<file path="src/mwo_pkg.sv">
`timescale 1ns / 1ps

package mwo_pkg;

   // fixed number formats
   localparam int PhaseBits    = 32;
   localparam int FracBits     = 16;
   localparam int SampleBits   = FracBits + 2;
   localparam int CordicIters  = 30;
   localparam int CordicXyBits = 34;
   localparam int CordicZBits  = 32;
   localparam int CordicShift  = 30 - FracBits;

   localparam logic signed [CordicXyBits-1:0] CordicGain = 34'sd652032874;
   localparam logic signed [SampleBits-1:0]   OneF       = 18'sd65536;
   localparam logic signed [SampleBits-1:0]   MinusOneF  = -18'sd65536;

   // register indexes
   typedef enum logic [1:0] {
      REG_WAVE_MODE = 2'd0,
      REG_INIT_INC  = 2'd1,
      REG_INIT_PH   = 2'd2,
      REG_NONE      = 2'd3
   } reg_index_type;

   typedef enum logic [1:0] {
      MODE_SINE     = 2'd0,
      MODE_SAW      = 2'd1,
      MODE_SQUARE   = 2'd2,
      MODE_TRIANGLE = 2'd3
   } wave_mode_type;

   // cordic handshake between sequencer and rotator
   typedef struct packed {
      logic                 start;
      logic [PhaseBits-1:0] angle;
   } cordic_req_type;

   typedef struct packed {
      logic                         done;
      logic signed [SampleBits-1:0] cos_val;
      logic signed [SampleBits-1:0] sin_val;
   } cordic_rsp_type;

   // arctangent of 2^-i, turn fraction scaled by 2^32
   function automatic logic [29:0] atan_entry(input logic [4:0] idx);
      logic [29:0] r;
      unique case (idx)
         5'd0:  r = 30'h20000000;
         5'd1:  r = 30'h12E4051E;
         5'd2:  r = 30'h09FB385B;
         5'd3:  r = 30'h051111D4;
         5'd4:  r = 30'h028B0D43;
         5'd5:  r = 30'h0145D7E1;
         5'd6:  r = 30'h00A2F61E;
         5'd7:  r = 30'h00517C55;
         5'd8:  r = 30'h0028BE53;
         5'd9:  r = 30'h00145F2F;
         5'd10: r = 30'h000A2F98;
         5'd11: r = 30'h000517CC;
         5'd12: r = 30'h00028BE6;
         5'd13: r = 30'h000145F3;
         5'd14: r = 30'h0000A2FA;
         5'd15: r = 30'h0000517D;
         5'd16: r = 30'h000028BE;
         5'd17: r = 30'h0000145F;
         5'd18: r = 30'h00000A30;
         5'd19: r = 30'h00000518;
         5'd20: r = 30'h0000028C;
         5'd21: r = 30'h00000146;
         5'd22: r = 30'h000000A3;
         5'd23: r = 30'h00000051;
         5'd24: r = 30'h00000029;
         5'd25: r = 30'h00000014;
         5'd26: r = 30'h0000000A;
         5'd27: r = 30'h00000005;
         5'd28: r = 30'h00000003;
         5'd29: r = 30'h00000001;
         default: r = 30'h0;
      endcase
      return r;
   endfunction

endpackage

</file>
<file path="src/mwo_cordic.sv">
`timescale 1ns / 1ps

module mwo_cordic (
   input  logic                     clock,
   input  logic                     reset,
   input  mwo_pkg::cordic_req_type  req,
   output mwo_pkg::cordic_rsp_type  rsp
);

   typedef enum logic [1:0] {
      ST_IDLE,
      ST_RUN,
      ST_FIN
   } state_type;

   localparam int XyW = mwo_pkg::CordicXyBits;
   localparam int ZW  = mwo_pkg::CordicZBits;
   localparam int SW  = mwo_pkg::SampleBits;

   state_type             state_ff;
   logic [4:0]            iter_ff;
   logic [1:0]            quad_ff;
   logic signed [XyW-1:0] x_ff, y_ff, x_in, y_in;
   logic signed [ZW-1:0]  z_ff, z_in;
   logic signed [XyW-1:0] x_sh, y_sh, x_rnd, y_rnd;
   logic signed [SW-1:0]  cc, ss;
   logic                  done_ff;
   logic signed [SW-1:0]  cos_ff, sin_ff;

   // one micro-rotation per cycle
   always_comb begin
      x_sh = x_ff >>> iter_ff;
      y_sh = y_ff >>> iter_ff;
      if (!z_ff[ZW-1]) begin
         x_in = x_ff - y_sh;
         y_in = y_ff + x_sh;
         z_in = z_ff - ZW'(mwo_pkg::atan_entry(iter_ff));
      end else begin
         x_in = x_ff + y_sh;
         y_in = y_ff - x_sh;
         z_in = z_ff + ZW'(mwo_pkg::atan_entry(iter_ff));
      end
   end

   // round to sample format and clamp
   always_comb begin
      x_rnd = (x_ff + (XyW'(1) <<< (mwo_pkg::CordicShift - 1))) >>> mwo_pkg::CordicShift;
      y_rnd = (y_ff + (XyW'(1) <<< (mwo_pkg::CordicShift - 1))) >>> mwo_pkg::CordicShift;
      if (x_rnd > XyW'(mwo_pkg::OneF))           cc = mwo_pkg::OneF;
      else if (x_rnd < XyW'(mwo_pkg::MinusOneF)) cc = mwo_pkg::MinusOneF;
      else                                       cc = x_rnd[SW-1:0];
      if (y_rnd > XyW'(mwo_pkg::OneF))           ss = mwo_pkg::OneF;
      else if (y_rnd < XyW'(mwo_pkg::MinusOneF)) ss = mwo_pkg::MinusOneF;
      else                                       ss = y_rnd[SW-1:0];
   end

   // sequencer and datapath registers
   always_ff @(posedge clock) begin
      done_ff <= 1'b0;
      if (reset) begin
         state_ff <= ST_IDLE;
         iter_ff  <= '0;
      end else begin
         unique case (state_ff)
            ST_IDLE: begin
               if (req.start) begin
                  quad_ff  <= req.angle[mwo_pkg::PhaseBits-1 -: 2];
                  z_ff     <= ZW'({2'b00, req.angle[mwo_pkg::PhaseBits-3:0]});
                  x_ff     <= mwo_pkg::CordicGain;
                  y_ff     <= '0;
                  iter_ff  <= '0;
                  state_ff <= ST_RUN;
               end
            end
            ST_RUN: begin
               x_ff    <= x_in;
               y_ff    <= y_in;
               z_ff    <= z_in;
               iter_ff <= iter_ff + 5'd1;
               if (iter_ff == 5'(mwo_pkg::CordicIters - 1)) state_ff <= ST_FIN;
            end
            ST_FIN: begin
               unique case (quad_ff)
                  2'd0: begin cos_ff <= cc;  sin_ff <= ss;  end
                  2'd1: begin cos_ff <= -ss; sin_ff <= cc;  end
                  2'd2: begin cos_ff <= -cc; sin_ff <= -ss; end
                  default: begin cos_ff <= ss; sin_ff <= -cc; end
               endcase
               done_ff  <= 1'b1;
               state_ff <= ST_IDLE;
            end
            default: state_ff <= ST_IDLE;
         endcase
      end
   end

   assign rsp.done    = done_ff;
   assign rsp.cos_val = cos_ff;
   assign rsp.sin_val = sin_ff;

endmodule

</file>
<file path="src/multi_waveform_oscillator.sv">
`timescale 1ns / 1ps

// Numerically controlled oscillator giving sine, sawtooth, square or triangle
// samples scaled by a per-request gain. One request is taken at a time: a
// request passes the rotation (sine) or waveform state, then the gain and
// output states, before the block can accept again. A frequency switch in
// sine mode adds an iterative cordic pass that recomputes the step sine and
// cosine. A response still waiting on the output holds the block in its
// output state until it is taken. A single shared 18x18 multiplier does the
// sine rotation (four products) and the gain scaling. After reset, and after
// a write of the increment, the phase or the sine mode, the block runs one
// or two cordic passes before it takes the next request.
module multi_waveform_oscillator (
   input  logic        clock,
   input  logic        reset,
   input  logic        csr_wr_en,
   input  logic [1:0]  csr_index,
   input  logic [31:0] csr_wdata,
   input  logic        req_valid,
   output logic        req_stall,
   input  logic [31:0] req_target_increment,
   input  logic        req_may_switch,
   input  logic [15:0] req_envelope_gain,
   output logic        rsp_valid,
   input  logic        rsp_stall,
   output logic signed [17:0] rsp_sample,
   output logic        rsp_envelope_restart
);

   typedef enum logic [3:0] {
      ST_IDLE,
      ST_CORDIC,
      ST_DISPATCH,
      ST_ROT0,
      ST_ROT1,
      ST_ROT2,
      ST_ROT3,
      ST_ROT4,
      ST_WAVE,
      ST_GAIN,
      ST_OUT
   } state_type;

   localparam int PW = mwo_pkg::PhaseBits;
   localparam int SW = mwo_pkg::SampleBits;
   localparam int FB = mwo_pkg::FracBits;

   state_type              state_ff;
   mwo_pkg::wave_mode_type mode_ff;
   logic [PW-1:0]          phase_ff, inc_ff, new_inc;
   logic signed [SW-1:0]   cos_t_ff, sin_t_ff, cos_s_ff, sin_s_ff;
   logic signed [SW-1:0]   wave_ff, cnew_ff;
   logic [15:0]            gain_ff;
   logic                   restart_ff, item_ff, dest_step_ff;
   logic                   pend_step_ff, pend_theta_ff;
   logic                   rsp_valid_ff, rsp_restart_ff;
   logic signed [SW-1:0]   rsp_sample_ff;
   logic                   accept, do_switch;

   // shared multiplier
   logic signed [SW-1:0]   mul_a, mul_b;
   logic signed [2*SW-1:0] prod_ff;
   logic signed [2*SW:0]   acc_ff, sum_c, sum_s;
   logic signed [2*SW:0]   rnd_c, rnd_s;
   logic signed [SW-1:0]   clamp_c, clamp_s;
   logic signed [2*SW-1:0] rnd_g;
   logic signed [SW:0]     saw, saw_abs;
   logic signed [SW-1:0]   wave_calc;

   mwo_pkg::cordic_req_type cor_req;
   mwo_pkg::cordic_rsp_type cor_rsp;

   mwo_cordic u_cordic (
      .clock (clock),
      .reset (reset),
      .req   (cor_req),
      .rsp   (cor_rsp)
   );

   assign accept    = req_valid && !req_stall;
   assign req_stall = !(state_ff == ST_IDLE && !pend_step_ff && !pend_theta_ff);
   assign do_switch = req_may_switch && (req_target_increment != inc_ff);
   assign new_inc   = do_switch ? req_target_increment : inc_ff;

   // cordic launch from the idle state
   always_comb begin
      cor_req.start = 1'b0;
      cor_req.angle = inc_ff;
      if (state_ff == ST_IDLE) begin
         if (pend_step_ff) begin
            cor_req.start = 1'b1;
         end else if (pend_theta_ff) begin
            cor_req.start = 1'b1;
            cor_req.angle = phase_ff;
         end else if (accept && do_switch && mode_ff == mwo_pkg::MODE_SINE) begin
            cor_req.start = 1'b1;
            cor_req.angle = req_target_increment;
         end
      end
   end

   // operand selection for the shared multiplier
   always_comb begin
      unique case (state_ff)
         ST_ROT0: begin mul_a = cos_t_ff; mul_b = cos_s_ff; end
         ST_ROT1: begin mul_a = sin_t_ff; mul_b = sin_s_ff; end
         ST_ROT2: begin mul_a = cos_t_ff; mul_b = sin_s_ff; end
         ST_ROT3: begin mul_a = sin_t_ff; mul_b = cos_s_ff; end
         default: begin mul_a = wave_ff;  mul_b = SW'({2'b00, gain_ff}); end
      endcase
   end

   // rotation rounding and clamping
   always_comb begin
      sum_c = acc_ff - (2*SW+1)'(prod_ff);
      sum_s = acc_ff + (2*SW+1)'(prod_ff);
      rnd_c = (sum_c + ((2*SW+1)'(1) <<< (FB - 1))) >>> FB;
      rnd_s = (sum_s + ((2*SW+1)'(1) <<< (FB - 1))) >>> FB;
      if (rnd_c > (2*SW+1)'(mwo_pkg::OneF))           clamp_c = mwo_pkg::OneF;
      else if (rnd_c < (2*SW+1)'(mwo_pkg::MinusOneF)) clamp_c = mwo_pkg::MinusOneF;
      else                                            clamp_c = rnd_c[SW-1:0];
      if (rnd_s > (2*SW+1)'(mwo_pkg::OneF))           clamp_s = mwo_pkg::OneF;
      else if (rnd_s < (2*SW+1)'(mwo_pkg::MinusOneF)) clamp_s = mwo_pkg::MinusOneF;
      else                                            clamp_s = rnd_s[SW-1:0];
      rnd_g = (prod_ff + ((2*SW)'(1) <<< (FB - 1))) >>> FB;
   end

   // waveforms derived from the phase
   always_comb begin
      saw     = (SW+1)'({1'b0, phase_ff[PW-1 -: FB+1]}) - (SW+1)'(mwo_pkg::OneF);
      saw_abs = saw[SW] ? -saw : saw;
      unique case (mode_ff)
         mwo_pkg::MODE_SAW: wave_calc = saw[SW-1:0];
         mwo_pkg::MODE_SQUARE:
            wave_calc = (phase_ff > (PW'(1) << (PW - 1))) ? mwo_pkg::OneF : mwo_pkg::MinusOneF;
         default: wave_calc = SW'((saw_abs <<< 1) - (SW+1)'(mwo_pkg::OneF));
      endcase
   end

   // sequencer, state and registered outputs
   always_ff @(posedge clock) begin
      prod_ff <= mul_a * mul_b;
      if (reset) begin
         state_ff      <= ST_IDLE;
         mode_ff       <= mwo_pkg::MODE_SINE;
         phase_ff      <= '0;
         inc_ff        <= '0;
         pend_step_ff  <= 1'b1;
         pend_theta_ff <= 1'b1;
         rsp_valid_ff  <= 1'b0;
         item_ff       <= 1'b0;
         dest_step_ff  <= 1'b0;
      end else begin
         if (rsp_valid_ff && !rsp_stall) rsp_valid_ff <= 1'b0;
         unique case (state_ff)
            ST_IDLE: begin
               if (pend_step_ff) begin
                  pend_step_ff <= 1'b0;
                  dest_step_ff <= 1'b1;
                  item_ff      <= 1'b0;
                  state_ff     <= ST_CORDIC;
               end else if (pend_theta_ff) begin
                  pend_theta_ff <= 1'b0;
                  dest_step_ff  <= 1'b0;
                  item_ff       <= 1'b0;
                  state_ff      <= ST_CORDIC;
               end else if (accept) begin
                  inc_ff     <= new_inc;
                  phase_ff   <= phase_ff + new_inc;
                  gain_ff    <= req_envelope_gain;
                  restart_ff <= do_switch;
                  if (do_switch && mode_ff == mwo_pkg::MODE_SINE) begin
                     dest_step_ff <= 1'b1;
                     item_ff      <= 1'b1;
                     state_ff     <= ST_CORDIC;
                  end else begin
                     state_ff <= ST_DISPATCH;
                  end
               end
            end
            ST_CORDIC: begin
               if (cor_rsp.done) begin
                  if (dest_step_ff) begin
                     cos_s_ff <= cor_rsp.cos_val;
                     sin_s_ff <= cor_rsp.sin_val;
                  end else begin
                     cos_t_ff <= cor_rsp.cos_val;
                     sin_t_ff <= cor_rsp.sin_val;
                  end
                  state_ff <= item_ff ? ST_ROT0 : ST_IDLE;
               end
            end
            ST_DISPATCH:
               state_ff <= (mode_ff == mwo_pkg::MODE_SINE) ? ST_ROT0 : ST_WAVE;
            ST_ROT0: state_ff <= ST_ROT1;
            ST_ROT1: begin
               acc_ff   <= (2*SW+1)'(prod_ff);
               state_ff <= ST_ROT2;
            end
            ST_ROT2: begin
               cnew_ff  <= clamp_c;
               state_ff <= ST_ROT3;
            end
            ST_ROT3: begin
               acc_ff   <= (2*SW+1)'(prod_ff);
               state_ff <= ST_ROT4;
            end
            ST_ROT4: begin
               sin_t_ff <= clamp_s;
               cos_t_ff <= cnew_ff;
               wave_ff  <= cnew_ff;
               state_ff <= ST_GAIN;
            end
            ST_WAVE: begin
               wave_ff  <= wave_calc;
               state_ff <= ST_GAIN;
            end
            ST_GAIN: state_ff <= ST_OUT;
            ST_OUT: begin
               if (!rsp_valid_ff || !rsp_stall) begin
                  rsp_valid_ff   <= 1'b1;
                  rsp_sample_ff  <= rnd_g[SW-1:0];
                  rsp_restart_ff <= restart_ff;
                  state_ff       <= ST_IDLE;
               end
            end
            default: state_ff <= ST_IDLE;
         endcase

         // register writes, after the sequencer so a new write wins
         if (csr_wr_en) begin
            unique case (mwo_pkg::reg_index_type'(csr_index))
               mwo_pkg::REG_WAVE_MODE: begin
                  mode_ff <= mwo_pkg::wave_mode_type'(csr_wdata[1:0]);
                  if (csr_wdata[1:0] == mwo_pkg::MODE_SINE) begin
                     pend_step_ff  <= 1'b1;
                     pend_theta_ff <= 1'b1;
                  end
               end
               mwo_pkg::REG_INIT_INC: begin
                  inc_ff       <= csr_wdata;
                  pend_step_ff <= 1'b1;
               end
               mwo_pkg::REG_INIT_PH: begin
                  phase_ff      <= csr_wdata;
                  pend_theta_ff <= 1'b1;
               end
               default: ;
            endcase
         end
      end
   end

   assign rsp_valid            = rsp_valid_ff;
   assign rsp_sample           = rsp_sample_ff;
   assign rsp_envelope_restart = rsp_restart_ff;

endmodule

</file>
<file path="config.mk">
export PLATFORM = sky130hd
export DESIGN_NAME = multi_waveform_oscillator
export DESIGN_NICKNAME = d
export VERILOG_FILES = /design/src/mwo_pkg.sv /design/src/mwo_cordic.sv /design/src/multi_waveform_oscillator.sv
export SDC_FILE = /design/constraint.sdc
export NUM_CORES = 2
export LEC_CHECK = 0
export ABC_AREA = 1
export ABC_CLOCK_PERIOD_IN_PS = 7000
export BUFFER_PORTS_ARGS = -buffer_cell sky130_fd_sc_hd__buf_2
export CAP_MARGIN = 10
export CORE_UTILIZATION = 59
export DETAILED_ROUTE_END_ITERATION = 8
export PLACE_DENSITY = 0.79
export SYNTH_ARGS = -nofsm -noshare
export SYNTH_HDL_FRONTEND = slang
export SYNTH_SLANG_ARGS = --single-unit
</file>
<file path="constraint.sdc">
create_clock -name clock -period 7 [get_ports clock]
set_input_delay 0.35 -clock clock [delete_from_list [all_inputs] [get_ports clock]]
set_output_delay 0.35 -clock clock [all_outputs]
set_load 0.005 [all_outputs]
</file>
## Yosys cells after proc, flatten, opt, wreduce, memory -nomap -nowiden

Memory sizes are Yosys's and may differ from the RTL's. A register that Yosys moved wholly into a read port is not among the register bits.
Cells that the tools add are included.

- Memory bits (read-only): 1920
- Register bits: 437
- Word-level logic and storage cells: 226
- Input bits: 88
- Memories kept: 2

Memories:

| name | words | bits a word | read ports | clocked after Yosys merged registers in | write ports | line | RTL |
|---|---|---|---|---|---|---|---|
| (no name shown) | 32 | 30 | 1 | 1 | 0 | mwo_pkg.sv:48 | `unique case (idx)` |
| (no name shown) | 32 | 30 | 1 | 1 | 0 | mwo_pkg.sv:48 |  |

- Reductions and logical operators: 46
- Shift-type cells: 2
- Multipliers: 1
- Bitwise gates (word level): 3
- Eq/ne operators: 26
- Mux-type cells: 86
- Order comparisons: 9
- $add $sub $neg: 20

Operators by type and width:

| cell | number |
|---|---|
| 2-to-1 mux 32 bit | 16 |
| 2-to-1 mux 18 bit | 12 |
| one-hot mux 18 bit (2 select lines) | 6 |
| 2-to-1 mux 34 bit | 4 |
| one-hot mux 34 bit (2 select lines) | 2 |
| one-hot mux 18 bit (3 select lines) | 2 |
| 2-to-1 mux 33 bit | 3 |
| adder 37 x 17 -> 37 bit, second input constant | 2 |
| adder 34 x 15 -> 34 bit, second input constant | 2 |
| adder 34 bit | 2 |
| >>> shifter 34 x 5 -> 34 bit | 2 |
| subtractor 34 bit | 2 |
| one-hot mux 32 bit (2 select lines) | 1 |
| 2-to-1 mux 30 bit | 2 |
| greater-than comparator 21 x 18 -> 1 bit, second input constant | 2 |
| less-than comparator 21 x 17 -> 1 bit, second input constant | 2 |
| greater-than comparator 20 x 18 -> 1 bit, second input constant | 2 |
| less-than comparator 20 x 17 -> 1 bit, second input constant | 2 |
| one-hot mux 4 bit (10 select lines) | 1 |
| adder 36 x 36 -> 37 bit | 1 |
| subtractor 36 x 36 -> 37 bit | 1 |
| multiplier 18 x 18 -> 36 bit | 1 |
| negation 18 bit | 2 |
| adder 34 x 17 -> 34 bit, second input constant | 1 |
| other kinds (40) | 120 |

## Logic depth before layout (Yosys ltp)

- Word-level depth: 14
- Mapped depth: 43
- Depth with buffers taken out: 41

## Hierarchy

Synthesis repeated with hierarchy kept, for this count alone.

- Cells, all modules: 8076
- Area, all modules: 55528.3 µm²

By module, submodules not included:

| module | instances | cells an instance | area each (µm²) |
|---|---|---|---|
| multi_waveform_oscillator | 1 | 4535 | 33819.9 |
| mwo_cordic | 1 | 3541 | 21708.3 |

## Least setup slack after synthesis

No wires, ideal clock.

- Path kind: reg-to-reg
- Start point: register state_ff[0]
- End point: register prod_ff[32]
- Cell stages (with the launch flop): 35
- Data required time: 6928 ps
- Clock period less this slack: 7265 ps
- Library setup time: 72 ps
- Path buffers: 2
- Data arrival time: 7193 ps
- Slack: -265 ps
- Cell sequence: dfxtp_1 > inv_1 > nor2_1 > inv_1 > nor2_1 > nor2_1 > inv_2 > nor2_1 > clkbuf_1 > nand2_1 > nand2_1 > inv_1 > clkbuf_1 > nor2_1 > fa_1 > inv_1 > fa_1 > inv_1 > ha_1 > inv_1 > fa_1 > inv_1 > fa_1 > inv_1 > fa_1 > inv_1 > ha_1 > a21oi_1 > inv_1 > a31oi_1 > nor3_1 > a2111oi_0 > o211ai_1 > a31oi_1 > xor2_1

- Word-level cells in the longest chain between the ends: 4

RTL lines:

| element | line | RTL |
|---|---|---|
| start: declaration | multi_waveform_oscillator.sv:48 | `state_type state_ff;` |
| start signal: assignment | multi_waveform_oscillator.sv:190 | `state_ff <= item_ff ? ST_ROT0 : ST_IDLE;` |
| start signal: assignment | multi_waveform_oscillator.sv:194 | `state_ff <= (mode_ff == mwo_pkg::MODE_SINE) ? ST_ROT0 : ST_WAVE;` |
| equality test 4 x 3 -> 1 bit / equality test 4 x 2 -> 1 bit (equally long branches) | multi_waveform_oscillator.sv:104 | `unique case (state_ff)` |
| OR reduction 2 bit (no line) | -- |  |
| one-hot mux 18 bit (2 select lines) | multi_waveform_oscillator.sv:104 |  |
| multiplier 18 x 18 -> 36 bit * | multi_waveform_oscillator.sv:142 | `prod_ff <= mul_a * mul_b;` |
| end signal: assignment | multi_waveform_oscillator.sv:142 |  |
| end: declaration | multi_waveform_oscillator.sv:62 | `logic signed [2*SW-1:0] prod_ff;` |

Mark *: on every way between the ends. The rest lies on a longest branch, timed or not.
A chain may end at the register's enable or synchronous reset.

## Final worst setup path

- Start point: register state_ff[2]
- End point: register prod_ff[32]

Same word-level chain as after synthesis.

==> out/metrics.cfg <==
[worst_setup_path]
cp_data_arrival_time_ps=7490
crit_fanout=10
r2r_cells=31
end_kind=register
start_kind=register
required_ps=7580
cpMaxStageDelayCell=fa_1
crit_path_frequent_cell=fa_1
cp_top_family=adder cells
cp_num_buf_inv=11
reg2reg_from=state_ff[2]$_SDFFE_PP0P_
critPathMaxStageDelay_ps=610
worstSetupPathType=register to register
reg2reg_to=prod_ff[32]$_DFF_P_
r2r_setup_slack_ps=90

[synth]
syn_avg_cell_area_um2=7.01
synth_top_family_by_area=simple AND/OR/NAND/NOR gates
syn_inst=7664
synthMuxAreaShare_pct=0.335
synth_xor_area_share_pct=3.47
ys_seq_elements=467
synth-edff-count=318
yosys_warnings=0
synth_adder_area_share_pct=21.3
synthesis.nets=8465
yosys.area_share.simple_pct=26.2
synth_compound_area_share_pct=15.4
synthArstFlopShare_pct=0
syn-cell-area_um2=53700
yosysSeqAreaShare_pct=23.3
synthDistinctLibCells=68
yosys_most_used_dff=edfxtp_1

[pwr]
seqPwrFrac_pct=16.2
intPower_mw=12.6
clockPowerShare_pct=11.9
power_density_nw_per_um2=446
p_leak_nw=29.1
ir_worst_vdd_mv=0.470
p_switching_mw=14.5
p_comb_share_pct=71.8
swShare_pct=53.6

[floorplan]
die_area_um2=92200
core-area_um2=90100
start_util_pct=59.6
io_pins=109
dieWidth_um=304
die_h_um=304
rows=110

[sta]
finClkSkew_ps=31.4
fin_crit_sh_pct=98.7
setup_ws_ps=89.2
whs_ps=17.2
period_minus_slack_ps=6910
rsz0062_at_grt=yes
fmax_ghz=0.145
tightestPinTransition_ps=1150
max_slew_margin_pct=23.6
slew_violations=0
setup_viol=0
hold_viol_final=0

[global_routing]
busiest_layer=met2
grt_use_met1_pct=52.4
grt_usage_pct=39.4
grt_overflow_total=0
grt_max_degree=75
grt_pass1_wl_um=286000
antenna_found_initial=1
gr-usage-met3_pct=5.95
met2_usage_pct=63.2
grt_pass1_vias=51484

[clocking]
clockRootBuffer=clkbuf_16
clk-insertion-delay-late_ps=670
cts_tree=done
numCtsBuffers=55
h-tree-depth=2
cts_buffer_depth=3
clock-sinks=467
path_clk_slew_ps=60

[detailed_routing]
drc_errors=0
wirelength_um=185000
vias=53996
vias_per_cell=5.88
routedWlPerCell_um=20.2
dr.pass1.iters=9
antenna_left=0
drtIter0Drc=5808

[final_layout]
fill_cells=7886
stdcell_count=9184
syn_to_final_growth_pct=13.1
num_antenna_cells=0
nets=8762
drive_gt1_share_pct=10.7

[placement]
hpwl_um=147000
gp_congestion=1.04
dpl.cell_count=9017
pre_cts_ws_ps=-210
portBuffers=108

[hold_path]
min_to=phase_ff[8]$_SDFF_PP0_
min_path_cells=3
min_from=csr_wdata[8]
hold_class=input port to register

[run_status]
outcome=finished, final reports clean

[job]
cap_violations=0

Yosys cell counts, types with 34 or more instances:
cell	instances	area, um2
o21ai_0	477	2390
xor2_1	143	1250
xnor2_1	70	613
nor2_1	775	2910
nand4_1	66	413
ha_1	380	4750
edfxtp_1	318	9550
a221oi_1	55	482
inv_1	1115	4190
nor3_1	77	385
a21o_1	34	255
o21ai_1	75	375
clkbuf_1	160	601
nand3_1	377	1890
a21oi_1	533	2670
dfxtp_1	149	2980
nand2_1	1961	7360
buf_1	42	158
fa_1	333	6670
o211ai_1	89	668
a31oi_1	41	257
registers in the layout, indices dropped and copies added, names as in the netlist, 5 cells and up, named ones only:
| name | flops |
|---|---|
| sin_t_ff | 18 |
| u_cordic.sin_ff | 18 |
| gain_ff | 16 |
| rsp_sample | 18 |
| cos_s_ff | 18 |
| acc_ff | 36 |
| cos_t_ff | 18 |
| u_cordic.cos_ff | 18 |
| cnew_ff | 18 |
| sin_s_ff | 18 |
| u_cordic.iter_ff | 5 |
| u_cordic.z_ff | 32 |
| phase_ff | 32 |
| u_cordic.x_ff | 34 |
| inc_ff | 32 |
| wave_ff | 18 |
| prod_ff | 36 |
| u_cordic.y_ff | 34 |
repair_timing:
item                       4_1_cts  5_1_grt
gates cloned                     0        3
setup endpoints to repair       10       20
pin swaps                        3       51
gates resized for setup         29      224
hold buffers                    39        0
hold endpoints to repair        55        0
setup buffers                    1       20
cells by family after synthesis:
group / Yosys count
AOI/OAI and AO/OA: 1455
xor gates and xnor gates: 213
adders and majority gates: 713
buffers and inverters: 1389
DFF: 467
muxes: 18
and+or+nand+nor: 3409
worst min-delay path, cell delays in order:
cell and delay, ps:
buf_2 100, inv_1 90, a221oi_1 90
metal layers:
metal,routed length [um],up-vias
li1,-,25595
met1,75100,25175
met5,0,-
met2,83800,2686
met3,16400,540
met4,10100,0
power by group through the flow:
stage               registers (mW)  logic, mW  clock network (mW)
global route                  4.44       21.5                3.34
global placement              4.42       17.9                   0
detailed placement            4.43       18.2                   0
finish                        4.40       19.4                3.23
CTS                           4.38       18.4                3.25
floorplan                     4.12       12.7                   0
how the worst max path moves through the flow:
| stage | slack, ps | endpoint | start | depth (start not counted) |
|---|---|---|---|---|
| 3_5_place_dp | -210 | prod_ff[30]$_DFF_P_ | state_ff[0]$_SDFFE_PP0P_ | 30 |
| 4_1_cts | 3 | prod_ff[32]$_DFF_P_ | state_ff[2]$_SDFFE_PP0P_ | 33 |
| 2_1_floorplan | 50 | prod_ff[32]$_DFF_P_ | state_ff[0]$_SDFFE_PP0P_ | 34 |
| 5_1_grt | -260 | prod_ff[31]$_DFF_P_ | state_ff[2]$_SDFFE_PP0P_ | 41 |
| 6_report | 90 | prod_ff[32]$_DFF_P_ | state_ff[2]$_SDFFE_PP0P_ | 31 |
| 3_3_place_gp | -90 | prod_ff[30]$_DFF_P_ | state_ff[2]$_SDFFE_PP0P_ | 31 |
final cells by class:
| cell class | instances | area, um2 | area share, % |
|---|---|---|---|
| multi-input cells | 5808 | 36600 | 60.2 |
| flip-flops and latches | 467 | 12500 | 20.7 |
| inverters | 1144 | 4320 | 7.11 |
| repair buffers | 485 | 3810 | 6.28 |
| clock buffers | 69 | 1550 | 2.56 |
| well taps | 1176 | 1470 | 2.42 |
| clock inverters | 35 | 449 | 0.740 |
per-stage QoR:
step / util (%) / cell area (um2) / TNS (ps) / power (mW)
floorplan: - / 53700 / 0 / 16.9
global placement: 63.5 / 57200 / -240 / 22.4
detailed placement: 63.5 / 57200 / -1220 / 22.6
CTS: 66.3 / 59700 / 0 / 26.0
global route: 67.4 / 60700 / -1700 / 29.3
finish: 67.4 / 60700 / 0 / 27.1
cells in the final DEF, fill, tap and decap left out, types with 20 or more instances in the layout:
| cell | Yosys | routed |
|---|---|---|
| xor2_1 | 143 | 143 |
| a21o_1 | 34 | 34 |
| dlygate4sd3_1 | 0 | 39 |
| ha_1 | 380 | 363 |
| o21ai_1 | 75 | 77 |
| nand2_1 | 1961 | 1936 |
| xnor2_1 | 70 | 70 |
| o21a_1 | 27 | 27 |
| clkbuf_16 | 0 | 62 |
| o21ai_0 | 477 | 470 |
| inv_2 | 14 | 42 |
| buf_4 | 9 | 299 |
| nor3_1 | 77 | 72 |
| nor2_2 | 17 | 50 |
| a221oi_1 | 55 | 54 |
| buf_2 | 26 | 108 |
| inv_1 | 1115 | 1088 |
| a21oi_1 | 533 | 519 |
| o211ai_1 | 89 | 89 |
| or2_2 | 33 | 33 |
| nand3_1 | 377 | 377 |
| nor2_4 | 9 | 25 |
| fa_2 | 0 | 20 |
| nor2_1 | 775 | 726 |
| nand4_1 | 66 | 66 |
| fa_1 | 333 | 313 |
| edfxtp_1 | 318 | 318 |
| nand3b_1 | 22 | 22 |
| dfxtp_1 | 149 | 141 |
| nand2_2 | 17 | 41 |
| a31oi_1 | 41 | 40 |
Note: power is estimated with default switching activity, not from simulation.
